===== src/hdl/pfc_pkg.sv =====
// shared types, constants and key square helper functions for the playfair cipher
package pfc_pkg;

	localparam int SQUARE_SIDE  = 5;
	localparam int CELL_COUNT   = SQUARE_SIDE * SQUARE_SIDE;
	localparam int LETTER_COUNT = 26;

	typedef logic [4:0] letter_t;
	typedef logic [4:0] place_t;
	typedef logic [2:0] coord_t;

	localparam letter_t LETTER_I = 5'd8;
	localparam letter_t LETTER_J = 5'd9;
	localparam letter_t LETTER_Z = 5'd25;

	typedef enum logic [1:0] {
		OP_LOAD = 2'd0,
		OP_ENC  = 2'd1,
		OP_DEC  = 2'd2
	} op_t;

	// clamp to z, then fold j onto i
	function automatic letter_t norm_letter(input letter_t l);
		letter_t c;
		c = (l > LETTER_Z) ? LETTER_Z : l;
		if (c == LETTER_J) begin
			c = LETTER_I;
		end
		return c;
	endfunction

	// row of a cell by comparing against row starts
	function automatic coord_t place_row(input place_t p);
		coord_t r;
		r = '0;
		for (int k = 1; k < SQUARE_SIDE; k++) begin
			if (p >= place_t'(k * SQUARE_SIDE)) begin
				r = coord_t'(k);
			end
		end
		return r;
	endfunction

	// column of a cell once its row is known
	function automatic coord_t place_col(input place_t p, input coord_t r);
		place_t base;
		base = place_t'(r * SQUARE_SIDE);
		return coord_t'(p - base);
	endfunction

	// one step forward or back, wrapping around the square side
	function automatic coord_t step_coord(input coord_t c, input logic fwd);
		coord_t n;
		if (fwd) begin
			n = (c == coord_t'(SQUARE_SIDE - 1)) ? '0 : c + 3'd1;
		end else begin
			n = (c == '0) ? coord_t'(SQUARE_SIDE - 1) : c - 3'd1;
		end
		return n;
	endfunction

	// cell index from row and column
	function automatic place_t cell_of(input coord_t r, input coord_t c);
		place_t base;
		base = place_t'(r * SQUARE_SIDE);
		return base + place_t'(c);
	endfunction

endpackage


===== src/hdl/playfair_digraph_cipher.sv =====
// playfair digraph cipher: four stage pipeline over a loaded 5x5 key square
// an accepted item moves through stages 1 to 4; its result is presented from the stage 4 register until taken
// throughput: one item per cycle while the output is not stalled
// a stalled result holds the whole pipeline; reset clears only the stage valid bits
// the key square and its inverse map are undefined until loaded
module playfair_digraph_cipher (
	input  logic             clk,
	input  logic             arst_n,
	input  logic             in_valid,
	output logic             in_stall,
	input  logic [1:0]       op,
	input  pfc_pkg::place_t  cell_index,
	input  pfc_pkg::letter_t first_letter,
	input  pfc_pkg::letter_t second_letter,
	output logic             out_valid,
	input  logic             out_stall,
	output pfc_pkg::letter_t first_out,
	output pfc_pkg::letter_t second_out
);
	import pfc_pkg::*;

	// square storage
	place_t  letter_place [LETTER_COUNT];
	letter_t key_square   [CELL_COUNT];

	// pipeline state
	logic    adv;
	logic    keep_in;
	logic    is_load_in;
	logic    vld_s1, vld_s2, vld_s3, vld_s4;
	op_t     op_s1, op_s2, op_s3;
	letter_t a_s1, b_s1;
	place_t  cell_s1, cell_s2, cell_s3;
	letter_t lett_s2, lett_s3;
	place_t  p1_s2, p2_s2;
	place_t  addr1_s3, addr2_s3;
	letter_t first_s4, second_s4;

	// stage 2 coordinate logic
	coord_t  r1, c1, r2, c2;
	coord_t  ar1, ac1, ar2, ac2;
	logic    fwd;

	// global advance: everything moves unless a result is held
	assign adv       = !(vld_s4 && out_stall);
	assign in_stall  = !adv;
	assign out_valid = vld_s4;
	assign first_out  = first_s4;
	assign second_out = second_s4;

	// bad loads and the unused op drop out here
	assign is_load_in = (op == OP_LOAD);
	assign keep_in = (is_load_in && (cell_index < place_t'(CELL_COUNT))
			&& (first_letter <= LETTER_Z))
		|| (op == OP_ENC) || (op == OP_DEC);

	// valid bits
	always_ff @(posedge clk or negedge arst_n) begin
		if (!arst_n) begin
			vld_s1 <= 1'b0;
			vld_s2 <= 1'b0;
			vld_s3 <= 1'b0;
			vld_s4 <= 1'b0;
		end else if (adv) begin
			vld_s1 <= in_valid && keep_in;
			vld_s2 <= vld_s1;
			vld_s3 <= vld_s2;
			vld_s4 <= vld_s3 && (op_s3 != OP_LOAD);
		end
	end

	// stage 1: capture and normalize letters, a load's letter is kept as given
	always_ff @(posedge clk) begin
		if (adv) begin
			op_s1   <= op_t'(op);
			cell_s1 <= cell_index;
			a_s1    <= is_load_in ? first_letter : norm_letter(first_letter);
			b_s1    <= norm_letter(second_letter);
		end
	end

	// stage 2: inverse map lookup, loads update the map in item order
	always_ff @(posedge clk) begin
		if (adv) begin
			op_s2   <= op_s1;
			cell_s2 <= cell_s1;
			lett_s2 <= a_s1;
			p1_s2   <= letter_place[a_s1];
			p2_s2   <= letter_place[b_s1];
			if (vld_s1 && (op_s1 == OP_LOAD)) begin
				letter_place[a_s1] <= cell_s1;
			end
		end
	end

	// digraph rules on row and column
	always_comb begin
		r1  = place_row(p1_s2);
		c1  = place_col(p1_s2, r1);
		r2  = place_row(p2_s2);
		c2  = place_col(p2_s2, r2);
		fwd = (op_s2 == OP_ENC);
		ar1 = r1;
		ac1 = c2;
		ar2 = r2;
		ac2 = c1;
		priority if (r1 == r2) begin
			ac1 = step_coord(c1, fwd);
			ac2 = step_coord(c2, fwd);
		end else if (c1 == c2) begin
			ar1 = step_coord(r1, fwd);
			ar2 = step_coord(r2, fwd);
			ac1 = c1;
			ac2 = c2;
		end else begin
			ac1 = c2;
			ac2 = c1;
		end
	end

	// stage 3: target cell addresses
	always_ff @(posedge clk) begin
		if (adv) begin
			op_s3    <= op_s2;
			cell_s3  <= cell_s2;
			lett_s3  <= lett_s2;
			addr1_s3 <= cell_of(ar1, ac1);
			addr2_s3 <= cell_of(ar2, ac2);
		end
	end

	// stage 4: key square read into the output register, loads write the square
	always_ff @(posedge clk) begin
		if (adv) begin
			first_s4  <= key_square[addr1_s3];
			second_s4 <= key_square[addr2_s3];
			if (vld_s3 && (op_s3 == OP_LOAD)) begin
				key_square[cell_s3] <= lett_s3;
			end
		end
	end

`ifndef SYNTHESIS
	a_crypt_reaches_out: assert property (@(posedge clk) disable iff (!arst_n)
		(adv && vld_s3 && (op_s3 != OP_LOAD)) |=> out_valid)
		else $error("digraph item lost before output");

	a_load_no_result: assert property (@(posedge clk) disable iff (!arst_n)
		(adv && vld_s3 && (op_s3 == OP_LOAD)) |=> !out_valid)
		else $error("load item produced a result");

	a_stall_holds_pipe: assert property (@(posedge clk) disable iff (!arst_n)
		in_stall |=> ($stable(vld_s1) && $stable(vld_s2) && $stable(vld_s3)))
		else $error("pipeline moved while stalled");
`endif

endmodule


===== config.mk =====
export PLATFORM = sky130hd
export DESIGN_NAME = playfair_digraph_cipher
export DESIGN_NICKNAME = d
export VERILOG_FILES = /design/src/hdl/pfc_pkg.sv /design/src/hdl/playfair_digraph_cipher.sv
export SDC_FILE = /design/constraint.sdc
export NUM_CORES = 1
export LEC_CHECK = 0
export BUFFER_PORTS_ARGS = -buffer_cell sky130_fd_sc_hd__buf_2
export CORE_UTILIZATION = 40
export CTS_CLUSTER_DIAMETER = 30
export DETAILED_ROUTE_END_ITERATION = 10
export PLACE_DENSITY = 0.6
export SLEW_MARGIN = 20
export SYNTH_ARGS = -nofsm -noshare
export SYNTH_HDL_FRONTEND = slang
export SYNTH_SLANG_ARGS = --single-unit

===== constraint.sdc =====
create_clock -name clk -period 5.85 [get_ports clk]
set_clock_uncertainty 0.1 [all_clocks]
set_input_delay 1.4625 -clock clk [delete_from_list [all_inputs] [get_ports clk]]
set_output_delay 1.4625 -clock clk [all_outputs]
set_load 0.1 [all_outputs]

==> flow_summary_export.csv, run 1 <==
group,metric,value,unit
outcome,outcome,"finished clean",
power_and_ir_drop,leakagePower,6.45,nW
synthesis,yosys.area.top_type,"edfxtp_1",
timing,setup_ws,0.654,ns
synthesis,synth-warning-count,0,
clock_tree,cts-root-buf,"clkbuf_16",
synthesis,synth_area_leaders,"edfxtp_1 61%, mux4_2 19%, mux2_2 3.0%, ha_1 2.0%, nor2_1 1.8%",
placement,post-place-ws,0.606,ns
synthesis,synth_top_area_share,61.5,%
clock_tree,numCtsBuffers,73,
floorplan,rows,72,
setup_path,cpMostUsedCell,"ha_1",
power_and_ir_drop,power.density,649,nW/um^2
setup_path,critPathLaunchType,"register",
synthesis,syn_area_per_cell,17.6,um^2
floorplan,io_pins,33,
timing,relSlewSlack,29.0,%
min_path,hold_start,"cell_s2[2]",
clock_tree,cts_resized,0,
floorplan,core_area,38900,um^2
setup_path,critPathRequiredTime,6.08,ns
placement,place_congestion,0.791,
timing,hold_slack,0.314,ns
clock_tree,cts_sinks,330,
finish,largest-register,"letter_place",
grt,grt_first_pass_wirelength,53700,um
synthesis,synth-edff-count,326,
placement,dpl.hpwl,22300,um
route,routed_wl,35200,um
setup_path,reg2reg_slack,0.65,ns
timing,post-route-period-util,88.8,%
finish,n_fill_cell,3273,
synthesis,synth.distinct_cells,62,
finish,top_regs,"letter_place (130), key_square (125)",
setup_path,cp.arrival,5.42,ns
synthesis,synthCells,907,
route,vias,8623,
synthesis,ys.flop_type,"edfxtp_1",
synthesis,ys_seq_area_share,62.1,%
setup_path,path_class,"reg -> reg",
setup_path,critPathMaxFanout,14,
timing,setup_viol,0,
clock_tree,cts.clk_slew.worst_paths,0.04,ns
clock_tree,h-tree-depth,3,
finish,diodes,0,
floorplan,die-area,40600,um^2
clock_tree,cts_max_path_buffers,3,
setup_path,cp_cell_sequence,"or3b_1 > a21oi_2 > nor2_1 > mux2i_1 > fa_1 > or3_1 > a211oi_1 > and4bb_1 > o21ai_0 > ha_1 > ha_1 > ha_1 > a21o_1 > a21oi_1 > xor2_1 > xnor2_1",
clock_tree,postCtsHoldBufs,0,
grt,antenna_found_initial,0,
placement,port_buffers,32,
grt,grt_pass1_vias,8942,
route,drt_first_pass_iters,5,
grt,grt_overflow,0,
synthesis,syn_nets,957,
synthesis,netlist_area,15900,um^2
clock_tree,cts_tree,"yes",
synthesis,ys_ff_latch,330,
clock_tree,post_cts_buffers,0,
setup_path,critPathSlowestCell,"edfxtp_1",
setup_path,reg2reg_from,"p2_s2[1]",
min_path,min_path_type,"reg -> reg",
timing,worst_pin_slew,1.07,ns
timing,finalSetupTns,0,ns
finish,layout-drive-gt1-share,33.6,%
timing,rsz0062_at_grt,"no",
floorplan,start_util,40.9,%
route,initialDrtViolationCount,597,
grt,grt_max_degree,42,
timing,fin_crit,5.20,ns
clock_tree,clk_latency,0.57,ns
finish,register_area,9890,um^2
finish,synthToLayoutAreaGrowth,19.9,%
setup_path,r2r_cells,16,
setup_path,cp-startpoint,"p2_s2[1]",
power_and_ir_drop,ir_worst_vdd,0.395,mV
finish,largest_reg_flops,130,
route,drc,0,
grt,grt.total_usage,17.9,%
finish,nets,1016,
power_and_ir_drop,power.total,12.4,mW
timing,drv_slew,0,
timing,fmax,192,MHz
floorplan,die_h,201,um
setup_path,cp-end-kind,"register",
setup_path,critical-path-max-stage-delay,0.56,ns
floorplan,fp.dieW,201,um
route,vias_per_cell,5.59,
synthesis,async_flop_share,1.21,%
job,drv_cap,0,
route,wire_per_inst,22.8,um
route,ant_nets,0,
timing,hold_viol_final,0,
min_path,worstHoldPathCells,0,
finish,multiInputGateArea,5740,um^2
-- synthesized netlist by cell type, drive strengths merged (4+ instances only) --
cell type / count
edfxtp: 326
mux4: 137
nor2: 75
mux2: 43
clkbuf: 32
a21oi: 31
buf: 26
ha: 25
nand2: 24
mux2i: 19
inv: 16
nand3: 11
o21ai: 11
nand2b: 10
nor2b: 10
xnor2: 10
a211oi: 9
nor3: 9
xor2: 6
nand3b: 5
or3: 5
a21boi: 4
a31oi: 4
dfrtp: 4
fa: 4
o211ai: 4
o21a: 4
-- layout by cell type, fill, tap and decap left out, types with 5 or more instances in the layout --
master and n:
clkbuf_16 74, nand2_1 23, nand3b_1 5, clkinv_2 8
mux2_2 42, mux2i_1 18, o21ai_0 10, buf_2 32
mux4_2 137, xor2_1 6, nor2b_1 10, edfxtp_1 326
bufinv_16 12, clkbuf_1 12, a211oi_1 9, nand2b_1 10
a21oi_1 30, or3_1 5, buf_4 10, nor2_1 75
nand3_1 11, ha_1 25, nor3_1 9, xnor2_1 10
inv_1 16, inv_6 6, clkinv_1 11
-- final timing paths --
kind	to
max	addr2_s3[4]
min	cell_s3[2]
max reg2reg	addr2_s3[4]
min reg2reg	cell_s3[2]
max in group asynchronous	vld_s1
min in group asynchronous	out_valid
-- power by group --
group	leakage (nW)	switching, mW	internal, mW	total, mW
Sequential	3.08	0.440	3.22	3.66
Clock	1.21	1.29	2.85	4.15
Combinational	2.16	2.43	2.15	4.58
-- per-stage QoR --
| step | cell area, um^2 | std cells | util, % |
|---|---|---|---|
| floorplan | 15900 | 907 | - |
| global placement | 16600 | 1409 | 42.6 |
| detailed placement | 16600 | 1409 | 42.6 |
| CTS | 19100 | 1542 | 49.0 |
| global route | 19100 | 1542 | 49.0 |
| finish | 19100 | 1542 | 49.0 |
-- cell type report --
type | count | share of cell area [%]
Multi-Input combinational cell | 503 | 30.1
Clock inverter | 47 | 3.21
Clock buffer | 86 | 9.94
Sequential cell | 330 | 51.8
Timing Repair Buffer | 42 | 1.23
Inverter | 16 | 0.315
Tap cell | 518 | 3.40
-- critical path, delay by kind of cell, from the launching register on --
family / cells / cell delay, ns
fa+ha+maj: 4 / 1.34
simple gates: 4 / 1.34
compound gates: 5 / 1.19
flops: 1 / 0.56
xor+xnor: 2 / 0.28
mux: 1 / 0.15
-- layer usage --
| metal | GRT usage (%) | vias to the layer above | share of wire [%] |
|---|---|---|---|
| met5 | 0 | - | 0 |
| met4 | 6.68 | 0 | 2.2 |
| met3 | 4.32 | 57 | 6.3 |
| met2 | 29.1 | 290 | 50 |
| met1 | 23.3 | 4404 | 42 |
| li1 | - | 3872 | - |
-- cell families after synthesis --
family,synth area share [%]
flip-flops,62.1
multiplexers,23.7
AND/OR/NAND/NOR,5.12
AO/OA/AOI/OAI,3.85
buffers and inverters,1.89
adder cells (fa/ha/maj),2.47
XOR/XNOR,0.880
Power figures use the tool's default switching activity.
==> run 2, diff against run 1 <==
Settings changed: CELL_PAD_IN_SITES_DETAIL_PLACEMENT from default to 1, CELL_PAD_IN_SITES_GLOBAL_PLACEMENT from default to 1, PLACE_DENSITY 0.6 to 0.66.
Clock period 5.85 ns to 4.8 ns, I/O delays scaled along.
==> run 2 against run 1 <==
- total power grew 34%
- global-route usage grew 2.4 points
- utilization grew 1.5 points
==> flow_summary_export.csv, run 2 (same netlist as run 1, synthesis figures left out) <==
group,metric,value,unit
outcome,outcome,"finished clean",
floorplan,rows,72,
setup_path,r2r_end,"addr2_s3[4]",
setup_path,critPathMaxFanout,8,
power_and_ir_drop,ir_worst_vdd,0.425,mV
grt,antenna_found_initial,0,
route,initialDrtViolationCount,554,
timing,setup_viol,0,
grt,grt_first_pass_wirelength,60800,um
finish,nets,1060,
placement,dp_cells,1445,
floorplan,core_area,38900,um^2
timing,relSlewSlack,24.3,%
clock_tree,h-tree-depth,3,
power_and_ir_drop,leakagePower,6.74,nW
grt,grt_max_degree,40,
grt,grt_pass1_vias,9812,
finish,fin_cells,1588,
placement,dpl.hpwl,25900,um
clock_tree,cts_tree,"yes",
timing,drv_slew,0,
placement,placed_area,16800,um^2
min_path,worstHoldPathCells,0,
finish,n_fill_cell,3620,
placement,place_congestion,0.774,
clock_tree,cts_sinks,330,
finish,fin_area,19700,um^2
min_path,holdPathEnd,"lett_s3[4]",
setup_path,reg2reg_from,"p1_s2[3]",
grt,grt_overflow,0,
timing,hold_viol_final,0,
power_and_ir_drop,power.total,16.7,mW
finish,diodes,0,
timing,worst_pin_slew,1.14,ns
setup_path,reg2reg_slack,0.17,ns
clock_tree,cts-root-buf,"clkbuf_16",
finish,finish.utilization,50.6,%
floorplan,fp.dieW,201,um
clock_tree,cts_max_path_buffers,3,
setup_path,critPathLaunchType,"register",
setup_path,critPathRequiredTime,5.01,ns
grt,grt.total_usage,20.3,%
setup_path,path_class,"reg -> reg",
route,drc,0,
finish,final_common_cell,"edfxtp_1",
floorplan,io_pins,33,
setup_path,r2r_cells,17,
finish,largest_reg_flops,130,
route,wire_per_inst,25.1,um
route,vias_per_cell,5.63,
timing,fin_crit,4.63,ns
power_and_ir_drop,power.density,847,nW/um^2
clock_tree,numCtsBuffers,75,
floorplan,die_h,201,um
timing,fmax,216,MHz
min_path,hold_start,"lett_s2[4]",
route,vias,8940,
timing,post-route-period-util,96.5,%
timing,setup_ws,0.166,ns
finish,synthToLayoutAreaGrowth,23.6,%
finish,top_regs,"letter_place (130), key_square (125)",
finish,largest-register,"letter_place",
placement,port_buffers,32,
route,routed_wl,39900,um
floorplan,die-area,40600,um^2
placement,post-place-ws,-0.0790,ns
min_path,min_path_type,"reg -> reg",
setup_path,cp-end-kind,"register",
finish,layout-drive-gt1-share,38.4,%
route,ant_nets,0,
setup_path,cp.arrival,4.85,ns
clock_tree,clk_latency,0.57,ns
floorplan,start_util,40.9,%
clock_tree,cts.clk_slew.worst_paths,0.05,ns
route,drt_first_pass_iters,7,
job,drv_cap,0,
finish,final_cell_mix,"326 x edfxtp_1, 137 x mux4_2, 81 x clkbuf_16",
run 2: cell types whose count changed in the layout (fill, tap and decap cells not counted), sizes merged:
cell	previous run	this run
clkinv	23	18
clkbuf	86	95
bufinv	12	14
clkinvlp	4	9
inv	24	17
buf	42	84
run 2: power breakdown:
| group | internal [mW] | switching, mW |
|---|---|---|
| sequential | 3.93 | 0.522 |
| clock | 3.83 | 1.56 |
| combinational | 3.40 | 3.43 |
| total | 11.2 | 5.51 |
run 2: routing by layer:
layer / GRT usage, % / routed length [um] / vias up
met4: 8.55 / 1100 / 0
met5: 0 / 0 / -
met2: 35.5 / 21300 / 217
met3: 3.56 / 1660 / 76
li1: - / - / 3955
met1: 24.8 / 15900 / 4692
run 2: how the worst max path moves through the flow:
stage,startpoint,end,slack [ns]
4_1_cts,p1_s2[4],addr2_s3[4],0.03
6_report,p1_s2[3],addr2_s3[4],0.17
3_3_place_gp,p1_s2[4],addr2_s3[4],0.06
3_5_place_dp,p1_s2[4],addr1_s3[4],-0.08
2_1_floorplan,p1_s2[3],addr1_s3[4],0.08
5_1_grt,p1_s2[3],addr1_s3[4],-0.06
run 2: through the flow:
step           hold slack (ns)  setup TNS (ns)
4_1_cts                  0.308               0
3_3_place_gp             0.301               0
3_5_place_dp             0.309          -0.138
6_report                 0.311               0
2_1_floorplan            0.300               0
5_1_grt                  0.330         -0.0992
run 2: critical path, cell delays in order, from the launching register on:
cell and delay (ns):
edfxtp_1 0.43, nor3b_2 0.18, o21bai_1 0.22, and2_4 0.19, buf_4 0.13, mux2i_2 0.23, fa_2 0.52, xnor2_2 0.17
o41ai_1 0.08, and4bb_4 0.45, mux2_4 0.34, ha_4 0.28, ha_4 0.19, ha_1 0.29, a21o_1 0.17, a21oi_2 0.14
xor2_1 0.17, xnor2_1 0.08
run 2: what timing repair did:
item                                    4_1_cts  5_1_grt
resized for setup                             3       18
endpoints found under the setup margin        2        4
setup buffers                                 0        6
pin swaps                                     0        8
hold buffers                                  0        0
run 2: area by class of cell:
cell class,instances,area (um^2),share of cell area (%)
flip-flops and latches,330,9890,50.3
well taps,518,648,3.29
repair buffers,84,551,2.80
clock inverters,42,582,2.96
clock buffers,95,2110,10.7
multi-input cells,503,5840,29.7
inverters,16,60.1,0.305
